<file path="src/hdl/flywheel_velocity_feedforward_macros.svh">
// Assertion macros for the flywheel velocity feedforward block.
// Included by the top level; expects signals named clk and rst_n in scope.
`ifndef FLYWHEEL_VELOCITY_FEEDFORWARD_MACROS_SVH
`define FLYWHEEL_VELOCITY_FEEDFORWARD_MACROS_SVH

// Same-cycle implication, checked outside reset.
`define FVF_ASSERT_NOW(label, ante, cons, msg) \
  label: assert property (@(posedge clk) disable iff (!rst_n) (ante) |-> (cons)) \
    else $error(msg);

// Next-cycle implication, checked outside reset.
`define FVF_ASSERT_NEXT(label, ante, cons, msg) \
  label: assert property (@(posedge clk) disable iff (!rst_n) (ante) |=> (cons)) \
    else $error(msg);

`endif

</file>
<file path="src/hdl/fvf_pkg.sv">
// Shared types, constants and the microcode program of the flywheel controller.
// No dependencies; imported by every module of the block.
`timescale 1ns / 1ps

package fvf_pkg;

  // Full power applies below max_velocity / FULL_POWER_DIVISOR.
  localparam int FULL_POWER_DIVISOR = 3;

  // Velocity scale: counts per tick to rpm numerator.
  localparam logic [9:0] VEL_SCALE = 10'd600;

  localparam logic [6:0]  POWER_MAX     = 7'd127;
  localparam logic [6:0]  POWER_REVERSE = 7'd20;
  localparam logic [12:0] ELAPSED_MAX   = 13'h1FFF;

  // Serial divider: quotient bits produced, one per step.
  localparam int DIV_BITS  = 16;
  localparam int DIV_CNT_W = $clog2(DIV_BITS);

  // Register indexes of the configuration port.
  localparam int CFG_IDX_W = 4;
  localparam logic [CFG_IDX_W-1:0] REG_LOOP_PERIOD  = 4'd0;
  localparam logic [CFG_IDX_W-1:0] REG_ERROR_GAIN   = 4'd1;
  localparam logic [CFG_IDX_W-1:0] REG_VEL_GAIN     = 4'd2;
  localparam logic [CFG_IDX_W-1:0] REG_ACCEL_POWER  = 4'd3;
  localparam logic [CFG_IDX_W-1:0] REG_ACCEL_THRESH = 4'd4;
  localparam logic [CFG_IDX_W-1:0] REG_MAX_VEL      = 4'd5;
  localparam logic [CFG_IDX_W-1:0] REG_READY_BAND   = 4'd6;
  localparam logic [CFG_IDX_W-1:0] REG_READY_DWELL  = 4'd7;
  localparam int CFG_DATA_W = 16;

  typedef struct packed {
    logic [7:0]  loop_period_ms;
    logic [9:0]  error_gain_q8;
    logic [15:0] velocity_gain_q16;
    logic [6:0]  accel_power;
    logic [9:0]  accel_threshold;
    logic [11:0] max_velocity;
    logic [7:0]  ready_band;
    logic [11:0] ready_dwell_ms;
  } cfg_t;

  localparam cfg_t CFG_RESET = '{
    loop_period_ms:    8'd20,
    error_gain_q8:     10'd77,
    velocity_gain_q16: 16'd7114,
    accel_power:       7'd40,
    accel_threshold:   10'd100,
    max_velocity:      12'd600,
    ready_band:        8'd26,
    ready_dwell_ms:    12'd150
  };

  // Datapath operations, one per microcode step.
  typedef enum logic [3:0] {
    OP_LOAD, OP_MUL, OP_DIVINIT, OP_DIVSTEP, OP_VEL, OP_FF, OP_ERR,
    OP_CLIP, OP_SUM, OP_POW, OP_NOP, OP_EMIT
  } op_t;

  // Jump conditions; a true condition loads the target, else the step advances.
  typedef enum logic [2:0] {
    C_NEVER, C_ALWAYS, C_NO_IN, C_DIV_MORE, C_OUT_FULL
  } cond_t;

  localparam int STEP_W = 4;
  typedef logic [STEP_W-1:0] step_t;

  typedef struct packed {
    op_t   op;
    cond_t cond;
    step_t target;
  } uword_t;

  // Sequencer to datapath.
  typedef struct packed {
    op_t  op;
    logic in_fire;
  } dp_ctrl_t;

  // Datapath to sequencer.
  typedef struct packed {
    logic div_more;
    logic out_full;
  } dp_stat_t;

  localparam step_t ST_IDLE = 4'd0;
  localparam step_t ST_DIV  = 4'd3;
  localparam step_t ST_WAIT = 4'd10;

  // Control program: one word per step.
  function automatic uword_t ucode_rom(input step_t s);
    uword_t w;
    case (s)
      4'd0:    w = '{op: OP_LOAD,    cond: C_NO_IN,    target: ST_IDLE};
      4'd1:    w = '{op: OP_MUL,     cond: C_NEVER,    target: ST_IDLE};
      4'd2:    w = '{op: OP_DIVINIT, cond: C_NEVER,    target: ST_IDLE};
      4'd3:    w = '{op: OP_DIVSTEP, cond: C_DIV_MORE, target: ST_DIV};
      4'd4:    w = '{op: OP_VEL,     cond: C_NEVER,    target: ST_IDLE};
      4'd5:    w = '{op: OP_FF,      cond: C_NEVER,    target: ST_IDLE};
      4'd6:    w = '{op: OP_ERR,     cond: C_NEVER,    target: ST_IDLE};
      4'd7:    w = '{op: OP_CLIP,    cond: C_NEVER,    target: ST_IDLE};
      4'd8:    w = '{op: OP_SUM,     cond: C_NEVER,    target: ST_IDLE};
      4'd9:    w = '{op: OP_POW,     cond: C_NEVER,    target: ST_IDLE};
      4'd10:   w = '{op: OP_NOP,     cond: C_OUT_FULL, target: ST_WAIT};
      4'd11:   w = '{op: OP_EMIT,    cond: C_ALWAYS,   target: ST_IDLE};
      default: w = '{op: OP_NOP,     cond: C_ALWAYS,   target: ST_IDLE};
    endcase
    return w;
  endfunction

endpackage

</file>
<file path="src/hdl/flywheel_velocity_feedforward.sv">
// Flywheel velocity feedforward controller, top level.
// Input stream: one transaction per control tick, carrying the encoder count
// and the goal speed. Output stream: one transaction per tick, carrying the
// motor power, the measured speed in rpm and the on-speed ready flag.
// Configuration: write-only register port, written only while idle. The user
// must keep to this; the block has no check for it. The control program
// runs one datapath operation per step and uses a 16-step serial divider
// for the velocity.
// in_tready is high only at the first step of the program.
// When the receiver stalls, the finished result waits in the output register
// and the program holds before writing the next result, so nothing is lost.
// Reset (rst_n low, synchronous) restores the register defaults, clears the
// tick history, the dwell timer and the ready flag, and empties the output.
// Depends on fvf_pkg, fvf_sequencer, fvf_datapath and the macro header.
`timescale 1ns / 1ps
`include "flywheel_velocity_feedforward_macros.svh"

module flywheel_velocity_feedforward
  import fvf_pkg::*;
(
  input  logic                  clk,
  input  logic                  rst_n,
  // Configuration write port.
  input  logic                  cfg_we,
  input  logic [CFG_IDX_W-1:0]  cfg_index,
  input  logic [CFG_DATA_W-1:0] cfg_wdata,
  // Input stream.
  input  logic                  in_tvalid,
  output logic                  in_tready,
  input  logic [47:0]           in_tdata,   // [31:0] encoder_count, [43:32] goal_velocity
  // Output stream.
  output logic                  out_tvalid,
  input  logic                  out_tready,
  output logic [23:0]           out_tdata   // [6:0] drive_power, [22:7] measured_velocity,
                                            // [23] ready_res
);

  cfg_t        cfg_r;
  dp_ctrl_t    ctrl;
  dp_stat_t    stat;
  logic [6:0]  drive_power;
  logic [15:0] measured_velocity;
  logic        ready_res;

  // Configuration registers.
  always_ff @(posedge clk) begin
    if (!rst_n) begin
      cfg_r <= CFG_RESET;
    end else if (cfg_we) begin
      case (cfg_index)
        REG_LOOP_PERIOD:  cfg_r.loop_period_ms    <= cfg_wdata[7:0];
        REG_ERROR_GAIN:   cfg_r.error_gain_q8     <= cfg_wdata[9:0];
        REG_VEL_GAIN:     cfg_r.velocity_gain_q16 <= cfg_wdata[15:0];
        REG_ACCEL_POWER:  cfg_r.accel_power       <= cfg_wdata[6:0];
        REG_ACCEL_THRESH: cfg_r.accel_threshold   <= cfg_wdata[9:0];
        REG_MAX_VEL:      cfg_r.max_velocity      <= cfg_wdata[11:0];
        REG_READY_BAND:   cfg_r.ready_band        <= cfg_wdata[7:0];
        REG_READY_DWELL:  cfg_r.ready_dwell_ms    <= cfg_wdata[11:0];
        default: ;
      endcase
    end
  end

  fvf_sequencer u_seq (
    .clk       (clk),
    .rst_n     (rst_n),
    .in_tvalid (in_tvalid),
    .in_tready (in_tready),
    .stat      (stat),
    .ctrl      (ctrl)
  );

  fvf_datapath u_dp (
    .clk               (clk),
    .rst_n             (rst_n),
    .cfg               (cfg_r),
    .ctrl              (ctrl),
    .encoder_count     (in_tdata[31:0]),
    .goal_velocity     (in_tdata[43:32]),
    .stat              (stat),
    .out_valid         (out_tvalid),
    .out_taken         (out_tready),
    .drive_power       (drive_power),
    .measured_velocity (measured_velocity),
    .ready_res         (ready_res)
  );

  assign out_tdata = {ready_res, measured_velocity, drive_power};

  // The program leaves the load step as soon as a tick is taken.
  `FVF_ASSERT_NEXT(a_single_accept, in_tvalid && in_tready, !in_tready, "tick accepted twice")

  // A new result appears only from the emit step of the program.
  `FVF_ASSERT_NOW(a_emit_source, $rose(out_tvalid), $past(ctrl.op) == OP_EMIT, "stray result")

  // No tick is accepted while the divider is iterating.
  `FVF_ASSERT_NOW(a_div_busy, ctrl.op == OP_DIVSTEP, !in_tready, "input taken during division")

endmodule

</file>
<file path="src/hdl/fvf_divider.sv">
// Restoring serial divider, one quotient bit per step.
// Depends on fvf_pkg for the quotient width.
`timescale 1ns / 1ps

module fvf_divider
  import fvf_pkg::*;
(
  input  logic                clk,
  input  logic                rst_n,
  input  logic                start,
  input  logic                step,
  input  logic [7:0]          rem_init,
  input  logic [DIV_BITS-1:0] dividend,
  input  logic [7:0]          divisor,
  output logic [DIV_BITS-1:0] quotient,
  output logic                more
);

  logic [7:0]           rem_r, rem_nxt;
  logic [DIV_BITS-1:0]  sh_r, sh_nxt;
  logic [DIV_CNT_W-1:0] cnt_r, cnt_nxt;
  logic [8:0]           trial;
  logic                 ge;

  // Bring down the next dividend bit and try the subtraction.
  always_comb begin
    trial   = {rem_r, sh_r[DIV_BITS-1]};
    ge      = trial >= {1'b0, divisor};
    rem_nxt = rem_r;
    sh_nxt  = sh_r;
    cnt_nxt = cnt_r;
    if (start) begin
      rem_nxt = rem_init;
      sh_nxt  = dividend;
      cnt_nxt = DIV_CNT_W'(DIV_BITS - 1);
    end else if (step) begin
      rem_nxt = ge ? 8'(trial - {1'b0, divisor}) : trial[7:0];
      sh_nxt  = {sh_r[DIV_BITS-2:0], ge};
      cnt_nxt = cnt_r - 1'b1;
    end
  end

  always_ff @(posedge clk) begin
    rem_r <= rem_nxt;
    sh_r  <= sh_nxt;
    if (!rst_n) begin
      cnt_r <= '0;
    end else begin
      cnt_r <= cnt_nxt;
    end
  end

  assign quotient = sh_r;
  assign more     = cnt_r != '0;

endmodule

</file>
<file path="src/hdl/fvf_sequencer.sv">
// Microcode sequencer: step counter, program lookup and conditional jumps.
// Depends on fvf_pkg for the program and the control word types.
`timescale 1ns / 1ps

module fvf_sequencer
  import fvf_pkg::*;
(
  input  logic     clk,
  input  logic     rst_n,
  input  logic     in_tvalid,
  output logic     in_tready,
  input  dp_stat_t stat,
  output dp_ctrl_t ctrl
);

  step_t  step_r, step_nxt;
  uword_t cw;
  logic   in_fire;
  logic   jump;

  // Current control word; the input is taken only by the load step.
  always_comb begin
    cw        = ucode_rom(step_r);
    in_tready = cw.op == OP_LOAD;
    in_fire   = in_tready && in_tvalid;
    ctrl      = '{op: cw.op, in_fire: in_fire};
  end

  // Evaluate the jump condition of this step.
  always_comb begin
    case (cw.cond)
      C_NEVER:    jump = 1'b0;
      C_ALWAYS:   jump = 1'b1;
      C_NO_IN:    jump = !in_fire;
      C_DIV_MORE: jump = stat.div_more;
      C_OUT_FULL: jump = stat.out_full;
      default:    jump = 1'b1;
    endcase
    step_nxt = jump ? cw.target : step_r + 1'b1;
  end

  always_ff @(posedge clk) begin
    if (!rst_n) begin
      step_r <= ST_IDLE;
    end else begin
      step_r <= step_nxt;
    end
  end

endmodule

</file>
<file path="src/hdl/fvf_datapath.sv">
// Datapath of the flywheel controller: velocity, power terms, ready timer
// and the output register. Depends on fvf_pkg and fvf_divider.
`timescale 1ns / 1ps

module fvf_datapath
  import fvf_pkg::*;
(
  input  logic        clk,
  input  logic        rst_n,
  input  cfg_t        cfg,
  input  dp_ctrl_t    ctrl,
  input  logic [31:0] encoder_count,
  input  logic [11:0] goal_velocity,
  output dp_stat_t    stat,
  output logic        out_valid,
  input  logic        out_taken,
  output logic [6:0]  drive_power,
  output logic [15:0] measured_velocity,
  output logic        ready_res
);

  logic [7:0] period;

  // Tick state.
  logic [31:0] last_count_r;
  logic        primed_r;
  logic        timer_run_r;
  logic [12:0] elapsed_r;
  logic        ready_r;

  // Working registers of one transaction.
  logic [11:0]        goal_r;
  logic               vel_zero_r;
  logic [31:0]        dmag_r;
  logic               dneg_r;
  logic [41:0]        pmag_r;
  logic               sat_r;
  logic signed [15:0] vel_r;
  logic [27:0]        ff_r;
  logic signed [27:0] errp_r;
  logic signed [27:0] errk_r;
  logic               acc_up_r;
  logic               acc_dn_r;
  logic signed [36:0] sum_r;
  logic [6:0]         power_r;

  // Output register.
  logic               out_valid_r;
  logic [6:0]         out_power_r;
  logic [15:0]        out_vel_r;
  logic               out_ready_r;

  // Combinational step results.
  logic [31:0]        delta;
  logic [DIV_BITS-1:0] quo;
  logic               div_more;
  logic signed [15:0] vel_nxt;
  logic signed [17:0] vel_e;
  logic signed [17:0] goal_e;
  logic signed [17:0] err_v;
  logic [27:0]        eabs;
  logic signed [17:0] acc_lo;
  logic signed [17:0] acc_hi;
  logic signed [36:0] acc_v;
  logic signed [20:0] vel_x;
  logic [6:0]         power_nxt;
  logic [16:0]        avel;
  logic signed [17:0] band_hi;
  logic signed [17:0] band_lo;
  logic               in_band;
  logic [13:0]        elapsed_sum;
  logic [12:0]        elapsed_inc;

  assign period = (cfg.loop_period_ms == 8'd0) ? 8'd1 : cfg.loop_period_ms;

  fvf_divider u_div (
    .clk      (clk),
    .rst_n    (rst_n),
    .start    (ctrl.op == OP_DIVINIT),
    .step     (ctrl.op == OP_DIVSTEP),
    .rem_init (pmag_r[23:16]),
    .dividend (pmag_r[15:0]),
    .divisor  (period),
    .quotient (quo),
    .more     (div_more)
  );

  // Count change since the last tick; the speed sign is opposite to it.
  assign delta = encoder_count - last_count_r;

  // Speed from quotient, with saturation to the 16-bit range.
  always_comb begin
    if (vel_zero_r) begin
      vel_nxt = '0;
    end else if (sat_r) begin
      vel_nxt = dneg_r ? -16'sd32768 : 16'sd32767;
    end else if (!dneg_r) begin
      vel_nxt = (quo > 16'd32767) ? 16'sd32767 : signed'(quo);
    end else begin
      vel_nxt = (quo > 16'd32768) ? -16'sd32768 : signed'(16'(-{1'b0, quo}));
    end
  end

  // Error and acceleration operands.
  always_comb begin
    vel_e  = 18'(vel_r);
    goal_e = signed'({6'b0, goal_r});
    err_v  = goal_e - vel_e;
    eabs   = errp_r[27] ? 28'(-errp_r) : 28'(errp_r);
    acc_lo = goal_e - signed'({8'b0, cfg.accel_threshold});
    acc_hi = goal_e + signed'({8'b0, cfg.accel_threshold});
    if (acc_up_r) begin
      acc_v = signed'({14'b0, cfg.accel_power, 16'b0});
    end else if (acc_dn_r) begin
      acc_v = -signed'({14'b0, cfg.accel_power, 16'b0});
    end else begin
      acc_v = '0;
    end
  end

  // Power command from the summed terms and the special regions.
  always_comb begin
    vel_x = 21'(vel_r) * 21'(FULL_POWER_DIVISOR);
    if (goal_r == 12'd0) begin
      power_nxt = '0;
    end else if (vel_x < signed'({9'b0, cfg.max_velocity})) begin
      power_nxt = POWER_MAX;
    end else if (sum_r < 0) begin
      power_nxt = POWER_REVERSE;
    end else if (sum_r[36:16] > 21'd127) begin
      power_nxt = POWER_MAX;
    end else begin
      power_nxt = sum_r[22:16];
    end
  end

  // On-speed band test and dwell timer increment.
  always_comb begin
    avel        = vel_r[15] ? 17'(-{vel_r[15], vel_r}) : {1'b0, vel_r};
    band_hi     = goal_e + signed'({10'b0, cfg.ready_band});
    band_lo     = goal_e - signed'({10'b0, cfg.ready_band});
    in_band     = (signed'({1'b0, avel}) < band_hi) && (signed'({1'b0, avel}) > band_lo);
    elapsed_sum = {1'b0, elapsed_r} + {6'b0, period};
    elapsed_inc = elapsed_sum[13] ? ELAPSED_MAX : elapsed_sum[12:0];
  end

  // Working registers, loaded by the step that owns them.
  always_ff @(posedge clk) begin
    case (ctrl.op)
      OP_LOAD: begin
        if (ctrl.in_fire) begin
          goal_r     <= goal_velocity;
          vel_zero_r <= !primed_r;
          dmag_r     <= delta[31] ? (~delta + 32'd1) : delta;
          dneg_r     <= !delta[31] && (delta != 32'd0);
        end
      end
      OP_MUL:     pmag_r <= 42'(dmag_r) * 42'(VEL_SCALE);
      OP_DIVINIT: sat_r  <= pmag_r >= {18'b0, period, 16'b0};
      OP_VEL:     vel_r  <= vel_nxt;
      OP_FF:      ff_r   <= 28'(goal_r) * 28'(cfg.velocity_gain_q16);
      OP_ERR:     errp_r <= 28'(err_v) * signed'({18'b0, cfg.error_gain_q8});
      OP_CLIP: begin
        errk_r   <= ({eabs, 8'b0} > {8'b0, ff_r}) ? '0 : errp_r;
        acc_up_r <= vel_e < acc_lo;
        acc_dn_r <= vel_e > acc_hi;
      end
      OP_SUM:  sum_r   <= 37'(ff_r) + acc_v + (37'(errk_r) <<< 8);
      OP_POW:  power_r <= power_nxt;
      default: ;
    endcase
  end

  // Tick state, the ready detector and the output register.
  always_ff @(posedge clk) begin
    if (ctrl.op == OP_EMIT) begin
      out_power_r <= power_r;
      out_vel_r   <= vel_r;
      out_ready_r <= ready_r;
    end
    if (!rst_n) begin
      last_count_r <= '0;
      primed_r     <= 1'b0;
      timer_run_r  <= 1'b0;
      elapsed_r    <= '0;
      ready_r      <= 1'b0;
      out_valid_r  <= 1'b0;
    end else begin
      if (ctrl.op == OP_LOAD && ctrl.in_fire) begin
        last_count_r <= encoder_count;
        primed_r     <= 1'b1;
      end
      if (ctrl.op == OP_POW) begin
        if (!in_band) begin
          timer_run_r <= 1'b0;
          elapsed_r   <= '0;
          ready_r     <= 1'b0;
        end else if (timer_run_r) begin
          elapsed_r <= elapsed_inc;
          if (elapsed_inc > {1'b0, cfg.ready_dwell_ms}) begin
            ready_r <= 1'b1;
          end
        end else begin
          timer_run_r <= 1'b1;
          elapsed_r   <= '0;
        end
      end
      if (ctrl.op == OP_EMIT) begin
        out_valid_r <= 1'b1;
      end else if (out_taken) begin
        out_valid_r <= 1'b0;
      end
    end
  end

  assign stat = '{div_more: div_more, out_full: out_valid_r && !out_taken};

  assign out_valid         = out_valid_r;
  assign drive_power       = out_power_r;
  assign measured_velocity = out_vel_r;
  assign ready_res         = out_ready_r;

endmodule

</file>
<file path="config.mk">
export PLATFORM = sky130hd
export DESIGN_NAME = flywheel_velocity_feedforward
export DESIGN_NICKNAME = d
export VERILOG_FILES = /design/src/hdl/fvf_pkg.sv /design/src/hdl/flywheel_velocity_feedforward.sv /design/src/hdl/fvf_divider.sv /design/src/hdl/fvf_sequencer.sv /design/src/hdl/fvf_datapath.sv
export VERILOG_INCLUDE_DIRS = /design/src /design/src/hdl
export SDC_FILE = /design/constraint.sdc
export NUM_CORES = 2
export LEC_CHECK = 0
export ABC_AREA = 1
export BUFFER_PORTS_ARGS = -buffer_cell sky130_fd_sc_hd__buf_2
export CORE_ASPECT_RATIO = 0.7
export CORE_MARGIN = 1.5
export CORE_UTILIZATION = 65
export DETAILED_ROUTE_END_ITERATION = 16
export PLACE_DENSITY = 0.82
export SETUP_SLACK_MARGIN = 0.5
export SLEW_MARGIN = 0
export SYNTH_ARGS = -nofsm -noshare
export SYNTH_HDL_FRONTEND = slang
export SYNTH_HIERARCHICAL = 1
export SYNTH_SLANG_ARGS = --single-unit
</file>
<file path="constraint.sdc">
create_clock -name clk -period 15.7 [get_ports clk]
set_input_delay 0.785 -clock clk [delete_from_list [all_inputs] [get_ports clk]]
set_output_delay 0.785 -clock clk [all_outputs]
set_load 0.005 [all_outputs]
</file>
After elaboration in Yosys (flattened, before gate mapping)
Memory sizes are Yosys's and may differ from the RTL's. A register that Yosys moved wholly into a read port is not among the register bits.
Index checks and enable logic that the tools add are counted.
{"block": "word_totals", "ff_bits": 420, "latchBits": 0, "mem_bits_rw": 0, "rom_bits": 160, "in_bits": 73, "out_inout_bits": 26, "word_cells": 156, "mem_count": 1}
{"block": "op_classes", "n_addsub": 17, "multipliers": 4, "div": 0, "order_cmp": 13, "n_eq_ne": 22, "shifts": 0, "muxes": 33, "bitwise": 1, "n_reduce_logical": 28}
{"name": "(name not given)", "depth": 16, "word_bits": 10, "rd": 1, "rd_clocked_by_memory_dff": 1, "write_ports": 0, "line": "fvf_pkg.sv:94", "rtl": "case (s)"}
{"cell": "two-way mux 16 bit", "count": 7}
{"cell": "two-way mux 37 bit", "count": 2}
{"cell": ">= comparator 42 x 24 -> 1 bit", "count": 1}
{"cell": "multiplier 32 x 7 -> 39 bit, second input constant", "count": 1}
{"cell": "two-way mux 13 bit", "count": 3}
{"cell": "adder 28 x 37 -> 37 bit", "count": 1}
{"cell": "adder 37 bit", "count": 1}
{"cell": "< comparator 37 x 1 -> 1 bit, second input constant", "count": 1}
{"cell": "negation 23 -> 37 bit", "count": 1}
{"cell": "greater-than comparator 36 x 28 -> 1 bit", "count": 1}
{"cell": "adder 32 x 1 -> 32 bit, second input constant", "count": 1}
{"cell": "== test 4 x 3 -> 1 bit, second input constant", "count": 8}
{"cell": "two-way mux 8 bit", "count": 4}
{"cell": "inverter 32 bit", "count": 1}
{"cell": "nonzero test 32 bit", "count": 1}
{"cell": "subtractor 32 bit", "count": 1}
{"cell": "two-way mux 31 bit", "count": 1}
{"cell": "multiplier 12 x 16 -> 28 bit", "count": 1}
{"cell": "multiplier 17 x 11 -> 28 bit", "count": 1}
{"cell": "two-way mux 28 bit", "count": 1}
{"cell": "negation 28 bit", "count": 1}
{"cell": "greater-than comparator 21 x 7 -> 1 bit, second input constant", "count": 1}
{"cell": "< comparator 21 x 13 -> 1 bit", "count": 1}
{"cell": "two-way mux 7 bit", "count": 3}
{"cell": "41 further kinds", "count": 73}

Depth between registers and ports, before layout
{"block": "logic_depth", "depth_word": 8, "ltp_mapped": 34, "depth_no_buf": 32}

Modules after synthesis
Netlist, hierarchy kept.
{"mod": "fvf_datapath", "n_inst": 1, "cells_each": 5034, "area_each_um2": 39683.1, "seq_area_each_um2": 8187.9}
{"mod": "flywheel_velocity_feedforward", "n_inst": 1, "cells_each": 462, "area_each_um2": 3220.6, "seq_area_each_um2": 1661.6}
{"mod": "fvf_divider", "n_inst": 1, "cells_each": 231, "area_each_um2": 1833.0, "seq_area_each_um2": 800.8}
{"mod": "fvf_sequencer", "n_inst": 1, "cells_each": 85, "area_each_um2": 611.8, "seq_area_each_um2": 260.2}

Worst setup path before layout
No wires, ideal clock.
{"block": "synth_timing", "kind": "register -> register", "start": "register u_dp.goal_r[1]", "end": "register u_dp.errp_r[27] (data pin)", "setup_ns": 0.260, "arrival_time_ns": 6.850, "required_ns": 15.440, "slack_ns": 8.590, "path_stages_with_launch": 30, "path_buffers": 2, "synth_period_minus_slack_ns": 7.110, "path_cell_list": "edfxtp_1 clkbuf_1 clkbuf_1 inv_1 fa_1 inv_1 nand3_1 o2111ai_1 nand3_1 nand2_1 nand2_1 xor2_1 nor2_1 fa_1 fa_1 inv_1 fa_1 inv_1 fa_1 inv_1 fa_1 inv_1 ha_1 inv_1 o21bai_1 nand2_1 a21oi_1 nor3_1 nand2_1 xor2_1"}
{"block": "synth_via", "elab_chain_cells": 2}
{"item": "start, declared", "line": "fvf_datapath.sv:32", "rtl": "logic [11:0] goal_r;"}
{"item": "start signal, assigned", "line": "fvf_datapath.sv:152", "rtl": "goal_r <= goal_velocity;"}
{"item": "subtractor 13 x 16 -> 17 bit", "line": "fvf_datapath.sv:108", "rtl": "err_v = goal_e - vel_e;"}
{"item": "multiplier 17 x 11 -> 28 bit", "line": "fvf_datapath.sv:162", "rtl": "OP_ERR: errp_r <= 28'(err_v) * signed'({18'b0, cfg.error_gain_q8});"}
{"item": "end signal, assigned", "line": "fvf_datapath.sv:162"}
{"item": "end, declared", "line": "fvf_datapath.sv:40", "rtl": "logic signed [27:0] errp_r;"}
Every way passes these cells.
A chain may end at the register's enable or synchronous reset.

Worst setup path after layout
{"block": "layout_timing", "start": "register u_dp.vel_r[2]", "end": "register u_dp.errp_r[24] (data pin)"}
{"block": "layout_via", "elab_chain_cells": 2}
{"item": "start, declared", "line": "fvf_datapath.sv:38", "rtl": "logic signed [15:0] vel_r;"}
{"item": "start signal, assigned", "line": "fvf_datapath.sv:160", "rtl": "OP_VEL: vel_r <= vel_nxt;"}
{"item": "subtractor 13 x 16 -> 17 bit", "line": "fvf_datapath.sv:108"}
{"item": "multiplier 17 x 11 -> 28 bit", "line": "fvf_datapath.sv:162"}
Every way passes these cells.

==> run metrics <==
status=complete, no violations; FF-to-FF Start=u_dp/vel_r[2]; Num CTS Buffers=between 40 and 50; Syn Area/Cell=7.803 um2; synth warn=6; hold endpoint=u_dp/goal_r[5]; Post-synth ARST share=0; maximum buffer depth of the clock tree=3; hold_buf cts=0; Via density=5.689; DR DRC count=0; clock skew=0.02864 ns; Synth area leader=edfxtp_1; HP Start=in_tdata[37]; worst rel slew slack=0.1653; Final setup viols=0; hold path depth=1; commonest non-fill, non-tap cell in the layout=nand2_1; ys flop type=edfxtp_1; WP data arrival=around 8.4 ns; TritonCTS clock tree=built; Routed wire per std cell=17.65 um; Final Instance Area=between 40000 and 50000 um2; Layout Nets=6835; Detail Route Antenna Nets=0; unrepaired setup endpoints after global routing=no; Worst Setup Path Type=register to register; die height=roughly 220 um; layout cell share with drive strength beyond 1=0.05038; wirelength, routed=120000 um; most frequent cells in the layout=nand2_1, inv_1, ha_1; FMAX=about 130 MHz; Starting Density=0.6614; first-pass GRT wire length=194300 um; Max Cap Viol=0; sequential fraction of the synthesis area=0.2406; Detailed Place HPWL=~95000 um; GP Congestion=~0.99; CTS clock-pin slew for the worst setup and hold paths=approximately 0.070 ns; Synth Instances=5812; initial antenna violation count=3; Cell variety after synth=61; Worst R2R Path Depth=28; capturing point of the worst reg2reg path=u_dp/errp_r[24]; Layout fillers=5510; Final Hold Viols=0; crit path max fanout=8; R2R Setup Slk=7.70 ns; top cells by area, synth=edfxtp_1, fa_1, ha_1; largest net degree at the start of global routing=76; gr usage total=0.3403; Area Overhead vs Synth=6.338%; Data required, critical path=~16 ns; vias in the first global route=37380; CP startpoint kind=register; num rows=80; First-pass DRT Iterations=6; Critical Path Max Stage Delay=around 0.94 ns; Yosys reg bits=slightly above 400; IO Port Bufs=94; Hold Crit Class=primary input to register; Post-synth EDFFs=approximately 260; total gr overflow=0; DR iter-0 viols=3940; Resize count post-CTS=0; vias=slightly below 40000; Root Buffer=clkbuf_16; dpl cell area=~47000 um2; Pins Over Slew Limit=0; synthesized area=between 40000 and 50000 um2; area occupied by multi-input gates=around 29000 um2; number of setup buffers added after CTS=0; Die ar.=71390 um2; Tmin final=7.996 ns; fin crit share=0.5093; # IOs=between 90 and 100; CTS Sinks=approximately 410; Crit. End Element=register; Chip Width=318.7 um; setup TNS=0 ns; slowest stage cell, crit path=xor2_1; H-tree depth=2; Sequential cell area=around 11000 um2; worst-margin pin slew=about 1.3 ns; Synth top area share=0.1748; Core ar.=between 60000 and 70000 um2; worst-skew pair later-pin latency=approximately 0.63 ns
-- worst max-delay path, delay by kind of cell, from the launching register on --
kind | cells | cell delay, ns
xor+xnor | 2 | 1.10
simple gates | 10 | 1.50
flops | 1 | 0.62
fa+ha+maj | 7 | 3.17
compound gates | 4 | 0.72
buf+inv | 5 | 0.62
-- state kept, by name, summed over array words and instances, names as in the netlist, 4 cells and up --
register / flops
u_dp/pmag_r: 39
cfg_r: 83
u_dp/errp_r: 28
u_dp/goal_r: 12
u_dp/u_div/quotient: 16
u_dp/errk_r: 28
u_dp/power_r: 7
u_dp/u_div/cnt_r: 4
u_dp/sum_r: 21
u_seq/cw: 9
u_dp/dmag_r: 32
u_dp/ff_r: 28
u_dp/elapsed_r: 13
u_dp/u_div/rem_r: 8
u_dp/drive_power: 7
u_dp/vel_r: 16
u_dp/last_count_r: 32
u_dp/measured_velocity: 16
u_seq/step_r: 4
-- routing by layer --
layer,wire length (um),up-vias,global-route usage
met5,29,-,0
met4,3010,4,0.08551
met3,13130,205,0.06636
met2,49840,1815,0.5093
met1,53970,18230,0.5058
li1,-,18420,-
-- per-stage QoR --
stage                     std cells    util  hold slack (ns)  setup WS (ns)
after CTS                      6797  0.7033           0.3086          7.868
after global routing           6798  0.7033           0.3204          7.311
after global placement         6713  0.6803           0.4017          8.027
after floorplan                5814       -           0.4003          8.590
after detailed placement       6713  0.6803           0.4065          7.915
final                          6798  0.7033           0.3343          7.704
-- synth_stat cells, types with 9 or more instances --
cell type  count
a21oi_1      345
o21ai_0      173
clkbuf_1      89
nand2_1     1252
ha_1         535
buf_2         15
dfxtp_1      149
edfxtp_1     264
nand3_1      246
xor2_1       180
nand2_2        9
a31oi_1       23
nand4_1       70
a21o_1        14
o211ai_1       9
o21bai_1      21
nor4_1        25
or2_2         39
buf_4          9
xnor2_1       61
inv_1       1184
nand3b_1      26
fa_1         369
nor3_1        44
nor2_2        13
o31ai_1       14
nor2_1       531
-- cells by family after synthesis --
logic type / after synthesis / synth area share
AO/OA/AOI/OAI: 645 / 0.07786
XOR/XNOR: 241 / 0.04655
adder cells (fa/ha/maj): 904 / 0.3105
buffers and inverters: 1319 / 0.1111
flip-flops: 413 / 0.2406
other: 1 / 0.00008269
AND/OR/NAND/NOR: 2289 / 0.2133
-- worst max path at each step --
stage	startpoint	endpoint	slack, ns	depth (start not counted)
5_1_grt	u_dp/vel_r[2]	u_dp/errp_r[24]	7.31	28
2_1_floorplan	u_dp/goal_r[1]	u_dp/errp_r[27]	8.59	29
3_5_place_dp	u_dp/vel_r[2]	u_dp/errp_r[24]	7.91	28
3_3_place_gp	u_dp/vel_r[2]	u_dp/errp_r[24]	8.03	28
6_report	u_dp/vel_r[2]	u_dp/errp_r[24]	7.70	28
4_1_cts	u_dp/vel_r[2]	u_dp/errp_r[24]	7.87	28
-- final cells by class --
cell class              count  area share
diodes                      1  0.00005189
clock buffers              57     0.02735
clock inverters            27    0.005345
inverters                1196     0.09312
multi-input cells        4082      0.6106
flip-flops and latches    413      0.2263
well taps                 902     0.02340
repair buffers            120     0.01386
Power is left out: the tool's default activity adds up to more than one toggle a clock period on the data nets, which glitch-free logic cannot reach.
